### config.mk
export PLATFORM = sky130hd
export DESIGN_NAME = substitution_template_expander
export DESIGN_NICKNAME = d
export VERILOG_FILES = /design/src/hdl/ste_pkg.sv /design/src/hdl/ste_front.sv /design/src/hdl/ste_cmd_fifo.sv /design/src/hdl/ste_back.sv /design/src/hdl/substitution_template_expander.sv
export SDC_FILE = /design/constraint.sdc
export NUM_CORES = 1
export LEC_CHECK = 0
export BUFFER_PORTS_ARGS = -buffer_cell sky130_fd_sc_hd__clkbuf_2
export CORE_UTILIZATION = 35
export CTS_CLUSTER_DIAMETER = 80
export DETAILED_ROUTE_END_ITERATION = 10
export PLACE_DENSITY = 0.55
export SLEW_MARGIN = 10
export SYNTH_ARGS = -nofsm -noshare
export SYNTH_HDL_FRONTEND = slang
export SYNTH_SLANG_ARGS = --single-unit
### constraint.sdc
create_clock -name clk_i -period 17.5 [get_ports clk_i]
set_clock_uncertainty 0.05 [all_clocks]
set_input_delay 3.5 -clock clk_i [delete_from_list [all_inputs] [get_ports clk_i]]
set_output_delay 3.5 -clock clk_i [all_outputs]
set_load 0.01 [all_outputs]
### src/hdl/ste_pkg.sv
// ----------------------------------------------------------------------------
// ste_pkg - shared types and constants of the substitution template expander
// Character codes, command words passed from the front end to the back end,
// and the case conversion used on emitted letters.
// ----------------------------------------------------------------------------
package ste_pkg;

  localparam int MATCH_DEPTH = 64;
  localparam int GROUP_COUNT = 10;
  localparam int MATCH_AW    = (MATCH_DEPTH > 1) ? $clog2(MATCH_DEPTH) : 1;
  localparam int GROUP_AW    = (GROUP_COUNT > 1) ? $clog2(GROUP_COUNT) : 1;
  localparam int POS_W       = 6;
  localparam int SPAN_W      = 7;
  localparam int QUEUE_DEPTH = 4;
  localparam int QUEUE_AW    = $clog2(QUEUE_DEPTH);

  // input operations
  localparam logic [1:0] OP_LOAD_BYTE = 2'd0;
  localparam logic [1:0] OP_LOAD_SPAN = 2'd1;
  localparam logic [1:0] OP_TEMPLATE  = 2'd2;

  // case modes
  localparam logic [1:0] CASE_NONE  = 2'd0;
  localparam logic [1:0] CASE_UPPER = 2'd1;
  localparam logic [1:0] CASE_LOWER = 2'd2;

  // character codes
  localparam logic [7:0] CH_NUL    = 8'h00;
  localparam logic [7:0] CH_BSP    = 8'h08;
  localparam logic [7:0] CH_TAB    = 8'h09;
  localparam logic [7:0] CH_NL     = 8'h0A;
  localparam logic [7:0] CH_FF     = 8'h0C;
  localparam logic [7:0] CH_CR     = 8'h0D;
  localparam logic [7:0] CH_AMP    = 8'h26;
  localparam logic [7:0] CH_DIG0   = 8'h30;
  localparam logic [7:0] CH_DIG9   = 8'h39;
  localparam logic [7:0] CH_UP_A   = 8'h41;
  localparam logic [7:0] CH_UP_E   = 8'h45;
  localparam logic [7:0] CH_UP_L   = 8'h4C;
  localparam logic [7:0] CH_UP_U   = 8'h55;
  localparam logic [7:0] CH_UP_Z   = 8'h5A;
  localparam logic [7:0] CH_BSLASH = 8'h5C;
  localparam logic [7:0] CH_LO_A   = 8'h61;
  localparam logic [7:0] CH_LO_B   = 8'h62;
  localparam logic [7:0] CH_LO_E   = 8'h65;
  localparam logic [7:0] CH_LO_F   = 8'h66;
  localparam logic [7:0] CH_LO_L   = 8'h6C;
  localparam logic [7:0] CH_LO_N   = 8'h6E;
  localparam logic [7:0] CH_LO_R   = 8'h72;
  localparam logic [7:0] CH_LO_T   = 8'h74;
  localparam logic [7:0] CH_LO_U   = 8'h75;
  localparam logic [7:0] CH_LO_Z   = 8'h7A;
  localparam logic [7:0] CASE_DIST = 8'h20;

  typedef enum logic [2:0] {
    CMD_NOP,
    CMD_LOAD_BYTE,
    CMD_LOAD_SPAN,
    CMD_LIT,
    CMD_RAW,
    CMD_COPY,
    CMD_STICKY,
    CMD_ONESHOT
  } cmd_kind_e;

  // data holds the byte, the group number or the case mode, by kind
  typedef struct packed {
    cmd_kind_e          kind;
    logic [POS_W-1:0]   position;
    logic [7:0]         data;
    logic [SPAN_W-1:0]  span_start;
    logic [SPAN_W-1:0]  span_end;
    logic               span_valid;
    logic               last;
  } cmd_t;

  function automatic logic [7:0] apply_case(input logic [7:0] c, input logic [1:0] dir);
    logic [7:0] r;
    r = c;
    if (dir == CASE_LOWER && c >= CH_UP_A && c <= CH_UP_Z) begin
      r = c + CASE_DIST;
    end else if (dir == CASE_UPPER && c >= CH_LO_A && c <= CH_LO_Z) begin
      r = c - CASE_DIST;
    end
    return r;
  endfunction

endpackage

### src/hdl/ste_front.sv
// ----------------------------------------------------------------------------
// ste_front - input decoder
// Accepts input words, tracks the escape state and turns each word into at
// most one command for the back end.
// ----------------------------------------------------------------------------
module ste_front (
  input  logic              clk_i,
  input  logic              rst_ni,
  input  logic              in_valid_i,
  output logic              in_ready_o,
  input  logic [1:0]        in_op_i,
  input  logic [28:0]       in_data_i,
  input  logic              in_last_i,
  input  logic              q_full_i,
  output logic              q_push_o,
  output ste_pkg::cmd_t     q_cmd_o
);

  logic          esc_q, esc_d;
  logic          accept;
  logic [7:0]    ch;
  ste_pkg::cmd_t cmd;

  assign in_ready_o = !q_full_i;
  assign accept     = in_valid_i && in_ready_o;
  assign ch         = in_data_i[13:6];

  always_comb begin
    cmd.kind       = ste_pkg::CMD_NOP;
    cmd.position   = in_data_i[5:0];
    cmd.data       = ch;
    cmd.span_start = in_data_i[20:14];
    cmd.span_end   = in_data_i[27:21];
    cmd.span_valid = in_data_i[28];
    cmd.last       = in_last_i && (in_op_i == ste_pkg::OP_TEMPLATE);
    esc_d          = esc_q;
    unique case (in_op_i)
      ste_pkg::OP_LOAD_BYTE: begin
        if ({1'b0, cmd.position} < 7'(ste_pkg::MATCH_DEPTH)) begin
          cmd.kind = ste_pkg::CMD_LOAD_BYTE;
        end
      end
      ste_pkg::OP_LOAD_SPAN: begin
        if ({1'b0, cmd.position} < 7'(ste_pkg::GROUP_COUNT)) begin
          cmd.kind = ste_pkg::CMD_LOAD_SPAN;
        end
      end
      ste_pkg::OP_TEMPLATE: begin
        if (esc_q) begin
          esc_d = 1'b0;
          if (ch >= ste_pkg::CH_DIG0 && ch <= ste_pkg::CH_DIG9) begin
            cmd.kind = ste_pkg::CMD_COPY;
            cmd.data = ch - ste_pkg::CH_DIG0;
          end else begin
            unique case (ch)
              ste_pkg::CH_NUL: cmd.kind = ste_pkg::CMD_NOP;
              ste_pkg::CH_UP_U: begin
                cmd.kind = ste_pkg::CMD_STICKY;
                cmd.data = {6'd0, ste_pkg::CASE_UPPER};
              end
              ste_pkg::CH_UP_L: begin
                cmd.kind = ste_pkg::CMD_STICKY;
                cmd.data = {6'd0, ste_pkg::CASE_LOWER};
              end
              ste_pkg::CH_UP_E, ste_pkg::CH_LO_E: begin
                cmd.kind = ste_pkg::CMD_STICKY;
                cmd.data = {6'd0, ste_pkg::CASE_NONE};
              end
              ste_pkg::CH_LO_U: begin
                cmd.kind = ste_pkg::CMD_ONESHOT;
                cmd.data = {6'd0, ste_pkg::CASE_UPPER};
              end
              ste_pkg::CH_LO_L: begin
                cmd.kind = ste_pkg::CMD_ONESHOT;
                cmd.data = {6'd0, ste_pkg::CASE_LOWER};
              end
              ste_pkg::CH_LO_B: begin
                cmd.kind = ste_pkg::CMD_RAW;
                cmd.data = ste_pkg::CH_BSP;
              end
              ste_pkg::CH_LO_F: begin
                cmd.kind = ste_pkg::CMD_RAW;
                cmd.data = ste_pkg::CH_FF;
              end
              ste_pkg::CH_LO_R: begin
                cmd.kind = ste_pkg::CMD_RAW;
                cmd.data = ste_pkg::CH_CR;
              end
              ste_pkg::CH_LO_T: begin
                cmd.kind = ste_pkg::CMD_RAW;
                cmd.data = ste_pkg::CH_TAB;
              end
              ste_pkg::CH_LO_N: begin
                cmd.kind = ste_pkg::CMD_RAW;
                cmd.data = ste_pkg::CH_NL;
              end
              default: cmd.kind = ste_pkg::CMD_RAW;
            endcase
          end
        end else begin
          unique case (ch)
            ste_pkg::CH_NUL:    cmd.kind = ste_pkg::CMD_NOP;
            ste_pkg::CH_BSLASH: esc_d = 1'b1;
            ste_pkg::CH_AMP: begin
              cmd.kind = ste_pkg::CMD_COPY;
              cmd.data = 8'd0;
            end
            ste_pkg::CH_NL, ste_pkg::CH_CR: begin
              cmd.kind = ste_pkg::CMD_RAW;
              cmd.data = ste_pkg::CH_NL;
            end
            default: cmd.kind = ste_pkg::CMD_LIT;
          endcase
        end
        // drop a trailing lone backslash
        if (in_last_i) begin
          esc_d = 1'b0;
        end
      end
      default: cmd.kind = ste_pkg::CMD_NOP;
    endcase
  end

  // a plain drop still travels when it closes the template
  assign q_push_o = accept && (cmd.kind != ste_pkg::CMD_NOP || cmd.last);
  assign q_cmd_o  = cmd;

  always_ff @(posedge clk_i or negedge rst_ni) begin
    if (!rst_ni) begin
      esc_q <= 1'b0;
    end else if (accept) begin
      esc_q <= esc_d;
    end
  end

endmodule

### src/hdl/ste_cmd_fifo.sv
// ----------------------------------------------------------------------------
// ste_cmd_fifo - command queue
// Short queue between decoder and executor so that each side stalls alone.
// ----------------------------------------------------------------------------
module ste_cmd_fifo (
  input  logic          clk_i,
  input  logic          rst_ni,
  input  logic          push_i,
  input  ste_pkg::cmd_t cmd_i,
  output logic          full_o,
  input  logic          pop_i,
  output logic          valid_o,
  output ste_pkg::cmd_t cmd_o
);

  ste_pkg::cmd_t                   mem_q [ste_pkg::QUEUE_DEPTH];
  logic [ste_pkg::QUEUE_AW-1:0]    wr_ptr_q, rd_ptr_q;
  logic [ste_pkg::QUEUE_AW:0]      count_q;
  logic                            do_push, do_pop;

  assign full_o  = (count_q == (ste_pkg::QUEUE_AW+1)'(ste_pkg::QUEUE_DEPTH));
  assign valid_o = (count_q != '0);
  assign cmd_o   = mem_q[rd_ptr_q];
  assign do_push = push_i && !full_o;
  assign do_pop  = pop_i && valid_o;

  always_ff @(posedge clk_i) begin
    if (do_push) begin
      mem_q[wr_ptr_q] <= cmd_i;
    end
  end

  always_ff @(posedge clk_i or negedge rst_ni) begin
    if (!rst_ni) begin
      wr_ptr_q <= '0;
      rd_ptr_q <= '0;
      count_q  <= '0;
    end else begin
      if (do_push) begin
        wr_ptr_q <= wr_ptr_q + 1'b1;
      end
      if (do_pop) begin
        rd_ptr_q <= rd_ptr_q + 1'b1;
      end
      unique case ({do_push, do_pop})
        2'b10:   count_q <= count_q + 1'b1;
        2'b01:   count_q <= count_q - 1'b1;
        default: count_q <= count_q;
      endcase
    end
  end

endmodule

### src/hdl/ste_back.sv
// ----------------------------------------------------------------------------
// ste_back - command executor
// Holds the match store and group tables, applies case modes, streams group
// copies one byte per cycle while the output is not stalled and drives the output register.
// ----------------------------------------------------------------------------
module ste_back (
  input  logic          clk_i,
  input  logic          rst_ni,
  input  logic          q_valid_i,
  input  ste_pkg::cmd_t q_cmd_i,
  output logic          q_pop_o,
  output logic          out_valid_o,
  input  logic          out_ready_i,
  output logic [7:0]    out_byte_o,
  output logic          out_error_o,
  output logic          out_last_o
);

  localparam logic S_IDLE = 1'b0;
  localparam logic S_COPY = 1'b1;

  logic [7:0]                   match_mem [ste_pkg::MATCH_DEPTH];
  logic [7:0]                   rd_data_q;
  logic [ste_pkg::MATCH_AW-1:0] rd_addr;
  logic                         mem_we;

  logic [ste_pkg::SPAN_W-1:0]   grp_start_q [ste_pkg::GROUP_COUNT];
  logic [ste_pkg::SPAN_W-1:0]   grp_end_q   [ste_pkg::GROUP_COUNT];
  logic [ste_pkg::GROUP_COUNT-1:0] grp_valid_q, grp_valid_d;
  logic                         tbl_we;
  logic [ste_pkg::GROUP_AW-1:0] wr_grp, rd_grp;
  logic                         grp_in_range;
  logic [ste_pkg::SPAN_W-1:0]   sel_start, sel_end;
  logic                         sel_valid;

  logic                         state_q, state_d;
  logic [ste_pkg::SPAN_W-1:0]   addr_q, addr_d, end_q, end_d;
  logic                         last_q, last_d;
  logic [1:0]                   sticky_q, sticky_d, oneshot_q, oneshot_d;
  logic                         failed_q, failed_d;

  logic                         out_valid_q, out_valid_d;
  logic [7:0]                   out_byte_q, out_byte_d;
  logic                         out_error_q, out_error_d;
  logic                         out_last_q, out_last_d;

  logic                         out_free;
  logic [1:0]                   case_dir;
  logic                         case_active;
  logic                         copy_last;
  logic                         copy_adv;
  logic                         done, done_last;

  assign out_free    = !out_valid_q || out_ready_i;
  assign case_active = (oneshot_q != ste_pkg::CASE_NONE) || (sticky_q != ste_pkg::CASE_NONE);
  assign case_dir    = (oneshot_q != ste_pkg::CASE_NONE) ? oneshot_q : sticky_q;
  assign copy_last   = ((addr_q + 1'b1) == end_q);
  assign copy_adv    = (state_q == S_COPY) && out_free && (rd_data_q != ste_pkg::CH_NUL)
                       && !copy_last;

  // group table read, guarded against numbers past the table
  assign grp_in_range = (q_cmd_i.data < 8'(ste_pkg::GROUP_COUNT));
  assign rd_grp       = grp_in_range ? q_cmd_i.data[ste_pkg::GROUP_AW-1:0] : '0;
  assign wr_grp       = q_cmd_i.position[ste_pkg::GROUP_AW-1:0];
  assign sel_start    = grp_start_q[rd_grp];
  assign sel_end      = grp_end_q[rd_grp];
  assign sel_valid    = grp_in_range && grp_valid_q[rd_grp];

  always_comb begin
    if (state_q == S_COPY) begin
      rd_addr = copy_adv ? ste_pkg::MATCH_AW'(addr_q + 1'b1)
                         : ste_pkg::MATCH_AW'(addr_q);
    end else begin
      rd_addr = ste_pkg::MATCH_AW'(sel_start);
    end
  end

  always_comb begin
    state_d     = state_q;
    addr_d      = addr_q;
    end_d       = end_q;
    last_d      = last_q;
    sticky_d    = sticky_q;
    oneshot_d   = oneshot_q;
    failed_d    = failed_q;
    out_valid_d = out_valid_q && !out_ready_i;
    out_byte_d  = out_byte_q;
    out_error_d = out_error_q;
    out_last_d  = out_last_q;
    grp_valid_d = grp_valid_q;
    q_pop_o     = 1'b0;
    mem_we      = 1'b0;
    tbl_we      = 1'b0;
    done        = 1'b0;
    done_last   = 1'b0;

    unique case (state_q)
      S_IDLE: begin
        if (q_valid_i) begin
          done_last = q_cmd_i.last;
          priority if (q_cmd_i.kind == ste_pkg::CMD_LOAD_BYTE) begin
            mem_we  = 1'b1;
            q_pop_o = 1'b1;
          end else if (q_cmd_i.kind == ste_pkg::CMD_LOAD_SPAN) begin
            tbl_we              = 1'b1;
            grp_valid_d[wr_grp] = q_cmd_i.span_valid;
            q_pop_o             = 1'b1;
          end else if (failed_q) begin
            // drop template work until the template ends
            q_pop_o = 1'b1;
            done    = 1'b1;
          end else begin
            unique case (q_cmd_i.kind)
              ste_pkg::CMD_LIT: begin
                if (out_free) begin
                  out_valid_d = 1'b1;
                  out_byte_d  = ste_pkg::apply_case(q_cmd_i.data, case_dir);
                  out_error_d = 1'b0;
                  out_last_d  = 1'b1;
                  if (case_active) begin
                    oneshot_d = ste_pkg::CASE_NONE;
                  end
                  q_pop_o = 1'b1;
                  done    = 1'b1;
                end
              end
              ste_pkg::CMD_RAW: begin
                if (out_free) begin
                  out_valid_d = 1'b1;
                  out_byte_d  = q_cmd_i.data;
                  out_error_d = 1'b0;
                  out_last_d  = 1'b1;
                  q_pop_o     = 1'b1;
                  done        = 1'b1;
                end
              end
              ste_pkg::CMD_STICKY: begin
                sticky_d = q_cmd_i.data[1:0];
                q_pop_o  = 1'b1;
                done     = 1'b1;
              end
              ste_pkg::CMD_ONESHOT: begin
                oneshot_d = q_cmd_i.data[1:0];
                q_pop_o   = 1'b1;
                done      = 1'b1;
              end
              ste_pkg::CMD_COPY: begin
                if (!sel_valid || sel_end <= sel_start) begin
                  q_pop_o = 1'b1;
                  done    = 1'b1;
                end else if (sel_end > ste_pkg::SPAN_W'(ste_pkg::MATCH_DEPTH)) begin
                  // span past the store: one error result
                  if (out_free) begin
                    out_valid_d = 1'b1;
                    out_byte_d  = ste_pkg::CH_NUL;
                    out_error_d = 1'b1;
                    out_last_d  = 1'b1;
                    failed_d    = 1'b1;
                    q_pop_o     = 1'b1;
                    done        = 1'b1;
                  end
                end else begin
                  addr_d  = sel_start;
                  end_d   = sel_end;
                  last_d  = q_cmd_i.last;
                  state_d = S_COPY;
                  q_pop_o = 1'b1;
                end
              end
              default: begin
                q_pop_o = 1'b1;
                done    = 1'b1;
              end
            endcase
          end
        end
      end
      S_COPY: begin
        done_last = last_q;
        if (out_free) begin
          out_valid_d = 1'b1;
          if (rd_data_q == ste_pkg::CH_NUL) begin
            out_byte_d  = ste_pkg::CH_NUL;
            out_error_d = 1'b1;
            out_last_d  = 1'b1;
            failed_d    = 1'b1;
            state_d     = S_IDLE;
            done        = 1'b1;
          end else begin
            out_error_d = 1'b0;
            out_last_d  = copy_last;
            if (rd_data_q == ste_pkg::CH_NL) begin
              out_byte_d = ste_pkg::CH_NL;
            end else begin
              out_byte_d = ste_pkg::apply_case(rd_data_q, case_dir);
              if (case_active) begin
                oneshot_d = ste_pkg::CASE_NONE;
              end
            end
            if (copy_last) begin
              state_d = S_IDLE;
              done    = 1'b1;
            end else begin
              addr_d = addr_q + 1'b1;
            end
          end
        end
      end
      default: state_d = S_IDLE;
    endcase

    // template end: clear modes and failure
    if (done && done_last) begin
      sticky_d  = ste_pkg::CASE_NONE;
      oneshot_d = ste_pkg::CASE_NONE;
      failed_d  = 1'b0;
    end
  end

  always_ff @(posedge clk_i) begin
    if (mem_we) begin
      match_mem[q_cmd_i.position[ste_pkg::MATCH_AW-1:0]] <= q_cmd_i.data;
    end
    rd_data_q <= match_mem[rd_addr];
  end

  always_ff @(posedge clk_i) begin
    if (tbl_we) begin
      grp_start_q[wr_grp] <= q_cmd_i.span_start;
      grp_end_q[wr_grp]   <= q_cmd_i.span_end;
    end
    addr_q     <= addr_d;
    end_q      <= end_d;
    last_q     <= last_d;
    out_byte_q <= out_byte_d;
    out_error_q <= out_error_d;
    out_last_q <= out_last_d;
  end

  always_ff @(posedge clk_i or negedge rst_ni) begin
    if (!rst_ni) begin
      state_q     <= S_IDLE;
      sticky_q    <= ste_pkg::CASE_NONE;
      oneshot_q   <= ste_pkg::CASE_NONE;
      failed_q    <= 1'b0;
      out_valid_q <= 1'b0;
      grp_valid_q <= '0;
    end else begin
      state_q     <= state_d;
      sticky_q    <= sticky_d;
      oneshot_q   <= oneshot_d;
      failed_q    <= failed_d;
      out_valid_q <= out_valid_d;
      grp_valid_q <= grp_valid_d;
    end
  end

  assign out_valid_o = out_valid_q;
  assign out_byte_o  = out_byte_q;
  assign out_error_o = out_error_q;
  assign out_last_o  = out_last_q;

endmodule

### src/hdl/substitution_template_expander.sv
// ----------------------------------------------------------------------------
// substitution_template_expander - replacement template expansion
// Loads matched text and capture group spans, then expands template
// characters into output bytes with group copies and case conversion.
// ----------------------------------------------------------------------------
// Usage: first send the match bytes (tuser 0) and the group spans (tuser 1),
// then the template characters (tuser 2) with tlast on the final one. Each
// output word is one emitted byte; tlast marks the last byte caused by one
// input word, and tuser flags the single word that reports a zero byte
// inside a copied group or a span ending past the store; after either the
// rest of the template is dropped. Timing: the decoder takes one input
// word per cycle, while the queue has room, into a four-entry command
// queue. The executor dispatches a group copy and then streams its bytes,
// paced by the single read port of the match store. Output is registered.
// There is no clearing pass after reset; match bytes read before they are
// written are undefined, and spans not yet written count as invalid.
module substitution_template_expander (
  input  logic        clk_i,
  input  logic        rst_ni,
  // input stream
  input  logic        s_axis_tvalid_i,
  output logic        s_axis_tready_o,
  // [5:0] position, [13:6] byte_value, [20:14] span_start,
  // [27:21] span_end, [28] span_valid, [31:29] zero
  input  logic [31:0] s_axis_tdata_i,
  // [1:0] operation
  input  logic [1:0]  s_axis_tuser_i,
  input  logic        s_axis_tlast_i,   // template_end
  // output stream
  output logic        m_axis_tvalid_o,
  input  logic        m_axis_tready_i,
  // [7:0] out_byte
  output logic [7:0]  m_axis_tdata_o,
  // [0] error
  output logic        m_axis_tuser_o,
  output logic        m_axis_tlast_o    // run_last
);

  ste_pkg::cmd_t push_cmd, head_cmd;
  logic          push, full, pop, head_valid;

  // decode words and track escapes
  ste_front u_front (
    .clk_i      (clk_i),
    .rst_ni     (rst_ni),
    .in_valid_i (s_axis_tvalid_i),
    .in_ready_o (s_axis_tready_o),
    .in_op_i    (s_axis_tuser_i),
    .in_data_i  (s_axis_tdata_i[28:0]),
    .in_last_i  (s_axis_tlast_i),
    .q_full_i   (full),
    .q_push_o   (push),
    .q_cmd_o    (push_cmd)
  );

  // hold commands between decoder and executor
  ste_cmd_fifo u_queue (
    .clk_i   (clk_i),
    .rst_ni  (rst_ni),
    .push_i  (push),
    .cmd_i   (push_cmd),
    .full_o  (full),
    .pop_i   (pop),
    .valid_o (head_valid),
    .cmd_o   (head_cmd)
  );

  // execute commands and drive the output word
  ste_back u_back (
    .clk_i       (clk_i),
    .rst_ni      (rst_ni),
    .q_valid_i   (head_valid),
    .q_cmd_i     (head_cmd),
    .q_pop_o     (pop),
    .out_valid_o (m_axis_tvalid_o),
    .out_ready_i (m_axis_tready_i),
    .out_byte_o  (m_axis_tdata_o),
    .out_error_o (m_axis_tuser_o),
    .out_last_o  (m_axis_tlast_o)
  );

endmodule

Yosys cells after proc, flatten, opt, wreduce, memory -nomap -nowiden
Memory sizes are Yosys's and may differ from the RTL's. A register that Yosys moved wholly into a read port is not among the register bits.
Index checks and enable logic that the tools add are counted.
- register bits after elaboration: 50
- memory bits (writable): 784
- word-level logic and storage cells: 335
- memories: 4
- $add $sub $neg: 10
- $lt $le $gt $ge: 17
- equality and inequality tests: 63
- multiplexer cells: 160
- bitwise logic cells: 6
- reduce and logical (&&, ||, !) cells: 59
- memory list (name ; words ; bits a word ; read ports ; clocked after memory_dff ; wr ports ; RTL line ; RTL):
    u_back.match_mem ; 64 ; 8 ; 1 ; 1 ; 1 ; ste_back.sv:22 ; logic [7:0] match_mem [ste_pkg::MATCH_DEPTH];
    u_queue.mem_q ; 4 ; 33 ; 1 ; 0 ; 1 ; ste_cmd_fifo.sv:16 ; ste_pkg::cmd_t mem_q [ste_pkg::QUEUE_DEPTH];
    u_back.grp_end_q ; 10 ; 7 ; 1 ; 0 ; 1 ; ste_back.sv:28 ; logic [ste_pkg::SPAN_W-1:0] grp_end_q [ste_pkg::GROUP_COUNT];
    u_back.grp_start_q ; 10 ; 7 ; 1 ; 0 ; 1 ; ste_back.sv:27 ; logic [ste_pkg::SPAN_W-1:0] grp_start_q [ste_pkg::GROUP_COUNT];
- operators by type and width (operator ; number):
    8-bit two-way mux ; 19
    8-bit by 7-bit == test with 1-bit output, second input constant ; 12
    1-bit two-way mux ; 81
    7-bit two-way mux ; 10
    8-bit case mux with 8 select lines ; 1
    2-bit two-way mux ; 19
    8-bit by 7-bit >= comparator with 1-bit output, second input constant ; 4
    8-bit by 7-bit <= comparator with 1-bit output, second input constant ; 4
    8-bit case mux with 2 select lines ; 2
    2-bit != test, second input constant ; 14
    3-bit != test, second input constant ; 9
    3-bit case mux with 3 select lines ; 3
    8-bit by 4-bit == test with 1-bit output, second input constant ; 3
    1-bit case mux with 2 select lines ; 12
    8-bit case mux with 3 select lines ; 1
    8-bit by 6-bit subtractor with 8-bit output, second input constant ; 3
    1-bit logical AND ; 21
    10-bit AND reduction ; 2
    3-bit by 2-bit != test with 1-bit output, second input constant ; 6
    8-bit by 6-bit adder with 8-bit output, second input constant ; 2
    8-bit zero test ; 2
    8-bit AND reduction ; 2
    3-bit == test, second input constant ; 5
    7-bit case mux with 2 select lines ; 1
    44 further kinds ; 77

Logic depth before layout (Yosys ltp)
Gate-level depths: netlist (run 1).
An unclocked memory read counts as a cell.
- depth in word-level cells: 18
- mapped depth: 29
- gate-level depth less buffers: 25

Modules after synthesis
From an unflattened synthesis (run 1), not the netlist that was laid out.
- cell total of the unflattened synthesis: 2420
- area, all modules: 35446.5 um^2
- modules (own cells, without submodules) (module ; instances ; cells an instance ; area an instance (um^2) ; sequential area each (um^2)):
    ste_back ; 1 ; 2088 ; 29330.6 ; 20915.1
    ste_cmd_fifo ; 1 ; 210 ; 5240.0 ; 4139.0
    ste_front ; 1 ; 122 ; 875.8 ; 25.0

Worst setup path before layout (run 1)
Ideal clock, no wire load.
- kind: input to register
- start point: input port s_axis_tdata_i[7]
- end point: memory u_queue.mem_q[0][0] (netlist name), enable pin
- setup time: 0.393 ns
- arrival: 5.951 ns
- data required time: 17.057 ns
- path slack: 11.106 ns
- stages on the path: 10
- path buffers: 1
- cells stage by stage: clkbuf_1 > inv_1 > nor2_1 > nand4_1 > nor2b_1 > a21o_1 > a21oi_1 > nor4_1 > nor2_1 > and2_1
- RTL lines (what ; RTL line ; RTL):
    from (decl) ; substitution_template_expander.sv:25 ; input logic [31:0] s_axis_tdata_i,
    to (decl) ; ste_cmd_fifo.sv:16 ;

Worst setup path after layout (run 1)
- start point: register u_queue.rd_ptr_q[1] (netlist name)
- end point: register u_queue.count_q[2] (netlist name)
- elaborated cells on any way between the ends: 31
- classes of those cells: order compare: 3; eq/ne: 7; mux: 12; reduce/logical: 6; memory: 3
- RTL lines (what ; RTL line ; RTL):
    from (decl) ; ste_cmd_fifo.sv:17 ; logic [ste_pkg::QUEUE_AW-1:0] wr_ptr_q, rd_ptr_q;
    from (signal assigned) ; ste_cmd_fifo.sv:43 ; rd_ptr_q <= rd_ptr_q + 1'b1;
    memory read 4 x 33 bit (*) ; -- ;
    8-bit by 4-bit < comparator with 1-bit output ; ste_back.sv:62 ; assign grp_in_range = (q_cmd_i.data < 8'(ste_pkg::GROUP_COUNT));
    4-bit two-way mux (*) ; ste_back.sv:63 ; assign rd_grp = grp_in_range ? q_cmd_i.data[ste_pkg::GROUP_AW-1:0] : '0;
    memory read 10 x 7 bit (*) ; -- ;
    net u_back.sel_end (one bit) ; ste_back.sv:33 ; logic [ste_pkg::SPAN_W-1:0] sel_start, sel_end;
    7-bit greater-than comparator or 7-bit <= comparator (tied branches) ; ste_back.sv:151, ste_back.sv:148 ;
    1-bit two-way mux or 1-bit logical OR (tied branches) ; ste_back.sv:151, ste_back.sv:148 ;
    1-bit two-way mux (*) ; ste_back.sv:148 ; if (!sel_valid || sel_end <= sel_start) begin
    [2 not listed] ; -- ;
    1-bit two-way mux (*) ; ste_back.sv:104 ; end else if (q_cmd_i.kind == ste_pkg::CMD_LOAD_SPAN) begin
    1-bit two-way mux (*) ; ste_back.sv:101 ; priority if (q_cmd_i.kind == ste_pkg::CMD_LOAD_BYTE) begin
    1-bit two-way mux (*) ; ste_back.sv:99 ; if (q_valid_i) begin
    1-bit two-way mux (*) ; ste_back.sv:97 ; unique case (state_q)
    1-bit logical AND (*) ; ste_cmd_fifo.sv:25 ; assign do_pop = pop_i && valid_o;
    net u_queue.do_pop ; ste_cmd_fifo.sv:19 ; logic do_push, do_pop;
    2-bit by 1-bit == test with 1-bit output or 2-bit == test (tied branches) ; ste_cmd_fifo.sv:45 ; unique case ({do_push, do_pop})
    3-bit case mux with 2 select lines or 2-bit nonzero test (tied branches) ; -- ;
    to (signal assigned) ; ste_cmd_fifo.sv:46 ; 2'b10: count_q <= count_q + 1'b1;
    to (signal assigned) ; ste_cmd_fifo.sv:47 ; 2'b01: count_q <= count_q - 1'b1;
    to (signal assigned) ; ste_cmd_fifo.sv:48 ; default: count_q <= count_q;
    to (decl) ; ste_cmd_fifo.sv:18 ; logic [ste_pkg::QUEUE_AW:0] count_q;
Mark *: on every way through the listed nets, which the timed path passes. The rest lies on a longest branch. The select of a mux whose other input is x is not followed.
A chain may end at the register's enable or synchronous reset.

==> metrics.txt, run 1 <==
outcome finished clean; CP max stage cell dfrtp_2; Final Max Slew Viols 0; antenna cells 0; RePlAce Congestion 0.9318; synth warn 0; filler cell count 9462; Mapped Cells 2645; Synthesized Nets 2707; Die Area 0.1058 mm²; Hold Crit Class reg -> reg; Pre-antenna DRT Iters 6; flop-to-flop setup slack 9240 ps; Root Buffer clkbuf_16; Tot Pwr 6.719 mW; Setup WS post-layout 9242 ps; Worst Path Arrival 8790 ps; Pleak 13.87 nW; unrepaired setup endpoints after global routing false; vias in the first global route 23020; Max Freq 121.1 MHz; Clock Sinks 842; kind of critical path reg -> reg; register area share after synthesis 68.56%; worst slack, placed 9200 ps; Final Hold Viols 0; startpoint types flip-flop; Port Buffer Count 47; largest area contributor in the netlist edfxtp_1; Area contributors post-synth edfxtp_1, nand2_1, mux2i_1; hpwl dp 59.76 mm; worst skew pair latency 660 ps; fin crit period 8258 ps; Initial Util 35.34%; synth unique cells 97; hold_buf cts 0; clk slew on worst S/H paths 60 ps; Num CTS Buffers 91; Total GRT Usage 18.21%; Final setup viols 0; max-capacitance violation count 0; area of the mapped netlist 0.03658 mm²; number of synthesized flops with an enable pin 809; asr flop ratio synth 2.969%; synthesis-to-finish area growth 12.78%; Yosys top cell area share 66.42%; flops & latches, synth 842; NumNets Final 2713; DIE WIDTH 325.3 µm; number of I/O pins 51; Fin Setup TNS 0 ps; most numerous cell in the Yosys netlist edfxtp_1; Worst Path Max Fanout 52; largest net degree at the start of global routing 173; # DRC 0; layout cells sized above 1 12.88%; gr ovfl total 0; worst-path cell chain mux2i_1, mux2_2, inv_2, buf_4, nand2b_1, a211oi_2, o32ai_1, a211oi_1, a2bb2oi_1, ha_1, nand3_1, nor3b_1, nor3_1, a21oi_1, o21a_1, ha_1, inv_1, fa_1, xor2_1, nor2_1, xor2_1; drt total wl 98.10 mm; post-route ant nets 0; slew margin rel. 14.11%; first-pass GRT wire length 146.2 mm; predominant post-synthesis flop cell edfxtp_1; CP required 18030 ps; row count 118; Initial DRC Count 2100; H-tree lvl count 3; Post-CTS Setup Bufs 0; WP buf/inv 3; CTS tree done; slowest cell delay on critical path 1020 ps; Clock Path Buffers 3; via count 23140; Die Y 325.3 µm; final cycle utilization of the critical path 47.19%; Power Density 162.9 mW/mm²; Slew @ Worst Pin 1288 ps; Synth top cells by count edfxtp_1, nand2_1, nor2_1; drt wl/cell 23.89 µm; Worst path top cell family by delay compound AO/OA/AOI/OAI gates; vias per cell 5.635; Gates resized, CTS repair 0; Worst Setup End Kind flip-flop; syn avg cell area 13.83 µm²; VDD IR max 114.4 µV; initial antenna violation count 0; CORE AREA 0.1035 mm²
[registers in the layout, indices dropped and copies added, names as in the netlist, 2 cells and up]
signal and flops:
u_back.oneshot_q 2, u_queue.rd_ptr_q 2, u_queue.count_q 3, u_back.grp_valid_q 10
u_back.match_mem 512, u_back.end_q 7, u_back.sticky_q 2, u_queue.mem_q 132
u_back.grp_start_q 70, u_back.addr_q 7, u_back.grp_end_q 70, u_back.rd_data_q 8
u_queue.wr_ptr_q 2, u_back.out_byte_o 8
[through the flow]
stage          hold WS (ps)  instance area, µm²  instances  utilization (%)
5_1_grt               476.8               41250       4106            39.86
4_1_cts               462.5               41250       4106            39.86
2_1_floorplan         414.3               36580       2645                -
3_3_place_gp          431.7               38140       3938            36.85
6_report              457.7               41250       4106            39.86
3_5_place_dp          448.5               38140       3938            36.85
[final timing paths]
check                                                    end                         startpoint  cells after the start
max                           u_queue.count_q[2]$_DFFE_PN0P_    u_queue.rd_ptr_q[1]$_DFFE_PN0P_                     21
min                        u_back.grp_valid_q[6]$_DFFE_PN0P_  u_back.grp_valid_q[6]$_DFFE_PN0P_                      1
max reg2reg                   u_queue.count_q[2]$_DFFE_PN0P_    u_queue.rd_ptr_q[1]$_DFFE_PN0P_                     21
min reg2reg                u_back.grp_valid_q[6]$_DFFE_PN0P_  u_back.grp_valid_q[6]$_DFFE_PN0P_                      1
max in group asynchronous    u_queue.rd_ptr_q[1]$_DFFE_PN0P_                             rst_ni                      1
min in group asynchronous  u_back.grp_valid_q[0]$_DFFE_PN0P_                             rst_ni                      1
[per-layer routing]
metal / GRT usage (%) / part of all wire, % / vias up
met3: 3.043 / 7.0 / 159
met2: 30.24 / 48 / 973
met1: 24.25 / 42 / 11710
li1: - / - / 10300
met4: 5.886 / 2.7 / 0
met5: 0 / 0 / -
[layout by cell type, fill, tap and decap left out, types with 47 or more instances in the layout]
cell | Yosys | final
a21oi_1 | 131 | 130
a32oi_1 | 51 | 51
clkbuf_16 | 0 | 92
clkbuf_2 | 0 | 47
edfxtp_1 | 809 | 809
mux2i_1 | 107 | 107
nand2_1 | 308 | 307
nand3_1 | 119 | 118
nor2_1 | 158 | 157
o21ai_0 | 103 | 103
[power breakdown]
group | total (mW) | internal [mW] | switching, mW
sequential | 2.71 | 2.64 | 0.0767
combinational | 2.02 | 0.573 | 1.45
clock | 1.98 | 1.17 | 0.813
[cell families (layout without fill, tap and decap cells)]
| kind of cell | count (synthesis) | count (layout) | synth area share (%) |
|---|---|---|---|
| xor gates and xnor gates | 27 | 27 | 0.6841 |
| adders and majority gates | 23 | 23 | 0.8073 |
| buffers and inverters | 214 | 295 | 2.620 |
| and+or+nand+nor | 783 | 783 | 9.893 |
| DFF | 842 | 842 | 68.56 |
| muxes | 186 | 186 | 6.315 |
| AOI/OAI and AO/OA | 570 | 570 | 11.12 |
[layout make-up]
| class | instances | area [µm²] | share of cell area (%) |
|---|---|---|---|
| sequential | 842 | 25080 | 60.80 |
| clock inverter | 67 | 758.2 | 1.838 |
| timing repair buffer | 89 | 563.0 | 1.365 |
| inverter | 38 | 145.1 | 0.3518 |
| clock buffer | 101 | 2356 | 5.711 |
| multi-input combinational | 1589 | 10620 | 25.75 |
| tap | 1380 | 1727 | 4.186 |
Power figures use the tool's default switching activity.
==> inputs of run 2 (changes only) <==
--- a/config.mk
+++ b/config.mk
@@ -5,11 +5,12 @@
 export SDC_FILE = /design/constraint.sdc
 export NUM_CORES = 1
 export LEC_CHECK = 0
+export ABC_AREA = 1
 export BUFFER_PORTS_ARGS = -buffer_cell sky130_fd_sc_hd__clkbuf_2
 export CORE_UTILIZATION = 35
 export CTS_CLUSTER_DIAMETER = 80
 export DETAILED_ROUTE_END_ITERATION = 10
-export PLACE_DENSITY = 0.55
+export PLACE_DENSITY = 0.57
 export SLEW_MARGIN = 10
 export SYNTH_ARGS = -nofsm -noshare
 export SYNTH_HDL_FRONTEND = slang
==> constraint.sdc (replaced) <==
create_clock -name clk_i -period 6.85 [get_ports clk_i]
set_clock_uncertainty 0.05 [all_clocks]
set_input_delay 1.37 -clock clk_i [delete_from_list [all_inputs] [get_ports clk_i]]
set_output_delay 1.37 -clock clk_i [all_outputs]
set_load 0.01 [all_outputs]
==> run 2 against run 1 <==
  * Sequential cell count is the same
  * Via count is 2.5% higher
  * Critical endpoint unchanged
  * Highest routed layer unchanged
  * Hold slack lost 24 ps
  * Non-clock buffer count grew 7
  * Area after synthesis rose by 0.13%
  * Largest power group is now combinational cells
  * First-iteration DRC count increased by 4.3%
  * Global-route usage fell by 1.5 points
  * Sequential power grew to 2.5 times the previous value
  * Total power grew to 2.8 times the previous value
  * Largest cell class unchanged
==> metrics.txt, run 2 <==
filler cell count 9895 (was 9462); unrepaired setup endpoints after global routing false (unchanged); DIE WIDTH 325.5 µm (was 325.3 µm); vias in the first global route 22130 (was 23020); most numerous cell in the Yosys netlist edfxtp_1 (unchanged); dpl cells 4610 (was 3938); reg-to-reg endpoint u_queue.count_q[2]$_DFFE_PN0P_ (unchanged); CP max stage cell nor2_1 (was dfrtp_2); synthesis-to-finish area growth 12.19% (was 12.78%); worst skew pair latency 650 ps (was 660 ps); Pleak 15.42 nW (was 13.87 nW); Area contributors post-synth edfxtp_1, nand2_1, nand3_1 (was edfxtp_1, nand2_1, mux2i_1); multi-input logic area 0.009412 mm² (was 0.01062 mm²); FF-to-FF Start u_queue.rd_ptr_q[0]$_DFFE_PN0P_ (was u_queue.rd_ptr_q[1]$_DFFE_PN0P_); RePlAce Congestion 0.8622 (was 0.9318); clk slew on worst S/H paths 60 ps (about the same); asr flop ratio synth 2.969% (unchanged); commonest non-fill, non-tap cell in the layout edfxtp_1 (unchanged); synth unique cells 62 (was 97); Die Y 325.5 µm (was 325.3 µm); vias per cell 4.971 (was 5.635); final cycle utilization of the critical path 85.57% (was 47.19%); hpwl dp 54.36 mm (was 59.76 mm); Final Max Slew Viols 0 (unchanged); critical path startpoint u_queue.rd_ptr_q[0]$_DFFE_PN0P_ (was u_queue.rd_ptr_q[1]$_DFFE_PN0P_); Final Cell Area 0.04109 mm² (was 0.04125 mm²); Synthesized Nets 3354 (was 2707); Synth top cells by count edfxtp_1, nand2_1, nand3_1 (was edfxtp_1, nand2_1, nor2_1); Initial DRC Count 2191 (was 2100); number of I/O pins 51 (unchanged); CP Capture Point u_queue.count_q[2]$_DFFE_PN0P_ (unchanged); number of synthesized flops with an enable pin 809 (unchanged); Worst Path Arrival 6340 ps (was 8790 ps); H-tree lvl count 3 (unchanged); Hold Worst Slack 434.0 ps (was 457.7 ps); Tot Pwr 19.00 mW (was 6.719 mW); Slew @ Worst Pin 1304 ps (was 1288 ps); max-capacitance violation count 0 (unchanged); VDD IR max 451.6 µV (was 114.4 µV); startpoint types flip-flop (unchanged); slowest cell delay on critical path 600 ps (was 1020 ps); area of the mapped netlist 0.03663 mm² (was 0.03658 mm²); Worst Reg2Reg Path Length in Cells 28 (was 21); flops & latches, synth 842 (unchanged); CTS tree done (unchanged); Total GRT Usage 16.75% (was 18.21%); kind of critical path reg -> reg (unchanged); utilization after layout 39.65% (was 39.86%); largest area contributor in the netlist edfxtp_1 (unchanged); layout cells sized above 1 8.378% (was 12.88%); Layout Cells excl Fill 4772 (was 4106); Setup WS post-layout 988.4 ps (was 9242 ps); outcome finished clean (unchanged); total placed instance area 0.03820 mm² (was 0.03814 mm²); via count 23720 (was 23140); Clock Path Buffers 3 (unchanged); Fin Setup TNS 0 ps (unchanged); worst slack, placed 868.0 ps (was 9200 ps); Pre-antenna DRT Iters 6 (unchanged); drt total wl 90.29 mm (was 98.10 mm); register area share after synthesis 68.47% (was 68.56%); fin crit period 5862 ps (was 8258 ps); Post-CTS Setup Bufs 0 (unchanged); synth warn 0 (unchanged); Final setup viols 0 (unchanged); Hold Crit Class reg -> reg (unchanged); Max Freq 170.6 MHz (was 121.1 MHz); hold_buf cts 0 (unchanged); gr ovfl total 0 (unchanged); Largest register FFs 512 (unchanged); Port Buffer Count 47 (unchanged); CORE AREA 0.1036 mm² (was 0.1035 mm²); area occupied by registers 0.02508 mm² (about the same); Most common cell on crit path nand2_1; flop-to-flop setup slack 990 ps (was 9240 ps); syn avg cell area 11.13 µm² (was 13.83 µm²); Worst Path Max Fanout 18 (was 52); Num CTS Buffers 88 (was 91); Worst Setup End Kind flip-flop (unchanged); Gates resized, CTS repair 0 (unchanged); row count 118 (unchanged); NumNets Final 3382 (was 2713); slew margin rel. 12.41% (was 14.11%); first-pass GRT wire length 136.8 mm (was 146.2 mm); post-route ant nets 0 (unchanged); Yosys top cell area share 66.33% (was 66.42%); Die Area 0.1059 mm² (was 0.1058 mm²); Clock Sinks 842 (unchanged); Power Density 462.4 mW/mm² (was 162.9 mW/mm²); predominant post-synthesis flop cell edfxtp_1 (unchanged); Root Buffer clkbuf_16 (unchanged); initial antenna violation count 0 (unchanged); Initial Util 35.34% (about the same); Final Hold Viols 0 (unchanged); most frequent cells in the layout edfxtp_1, nand2_1, nand3_1 (was edfxtp_1, nand2_1, nor2_1); largest net degree at the start of global routing 169 (was 173); # DRC 0 (unchanged); CP required 7330 ps (was 18030 ps); Mapped Cells 3292 (was 2645); drt wl/cell 18.92 µm (was 23.89 µm)
[run 2: cell count changes in the layout (fill, tap and decap cells not counted), moves of 30 or more]
cell      delta
and3_1      -32
nor2_1      +54
mux2i_1    -105
o211ai_1    +39
nand3b_1    +46
nand3_1    +269
nand2_1    +465
inv_1      +306
o21ai_0     +47
mux2_2      -41
a21oi_1     -47
a32oi_1     -43
mux4_2      -30
[run 2: cell families (layout without fill, tap and decap cells)]
logic type      Yosys count  count (layout)  share of synthesized area [%]
compound gates          400             400                          6.586
xor+xnor                 16              16                         0.3826
fa+ha+maj                23              23                         0.8062
buf+inv                 516             614                          6.081
flops                   842             842                          68.47
mux                       2               2                        0.05466
other cells               0               2                              0
simple gates           1493            1493                          17.62
[run 2: power breakdown]
group,internal [mW],total [mW],switching (mW)
sequential,6.67,6.80,0.134
combinational,1.79,7.45,5.66
clock,2.74,4.75,2.01
[run 2: how the worst min path moves through the flow]
stage | startpoint | cells after the start | to
after floorplan | u_back.oneshot_q[0]$_DFFE_PN0P_ | 2 | u_back.oneshot_q[0]$_DFFE_PN0P_
after detailed placement | u_back.oneshot_q[0]$_DFFE_PN0P_ | 2 | u_back.oneshot_q[0]$_DFFE_PN0P_
after global placement | u_back.oneshot_q[0]$_DFFE_PN0P_ | 2 | u_back.oneshot_q[0]$_DFFE_PN0P_
after global routing | u_back.oneshot_q[0]$_DFFE_PN0P_ | 2 | u_back.oneshot_q[0]$_DFFE_PN0P_
after CTS | u_back.oneshot_q[0]$_DFFE_PN0P_ | 2 | u_back.oneshot_q[0]$_DFFE_PN0P_
final | u_back.oneshot_q[0]$_DFFE_PN0P_ | 2 | u_back.oneshot_q[0]$_DFFE_PN0P_
[run 2: routing by layer]
layer  wire [µm]  vias up  GRT usage [%]  part of all wire [%]
met1       40400    11470          23.34                    45
li1            -    11440              -                     -
met5           0        -              0                     0
met4        1628        0          4.093                   1.8
met3        5103      114          2.323                   5.7
met2       43170      697          27.56                    48
[run 2: cell type report]
cell class                      count  share of cell area, %
Clock buffer                      114                  5.718
Sequential cell                   842                  61.03
Antenna cell                        2                0.01218
Inverter                          358                  3.276
Tap cell                         1380                  4.202
Multi-Input combinational cell   1934                  22.90
Clock inverter                     46                  1.294
Timing Repair Buffer               96                  1.559
[run 2: critical path, delay by kind of cell (launching register included)]
family,cells,cell delay [ps]
flops,1,530
buf+inv,5,840
xor+xnor,1,150
compound gates,6,1030
simple gates,13,2210
fa+ha+maj,3,910
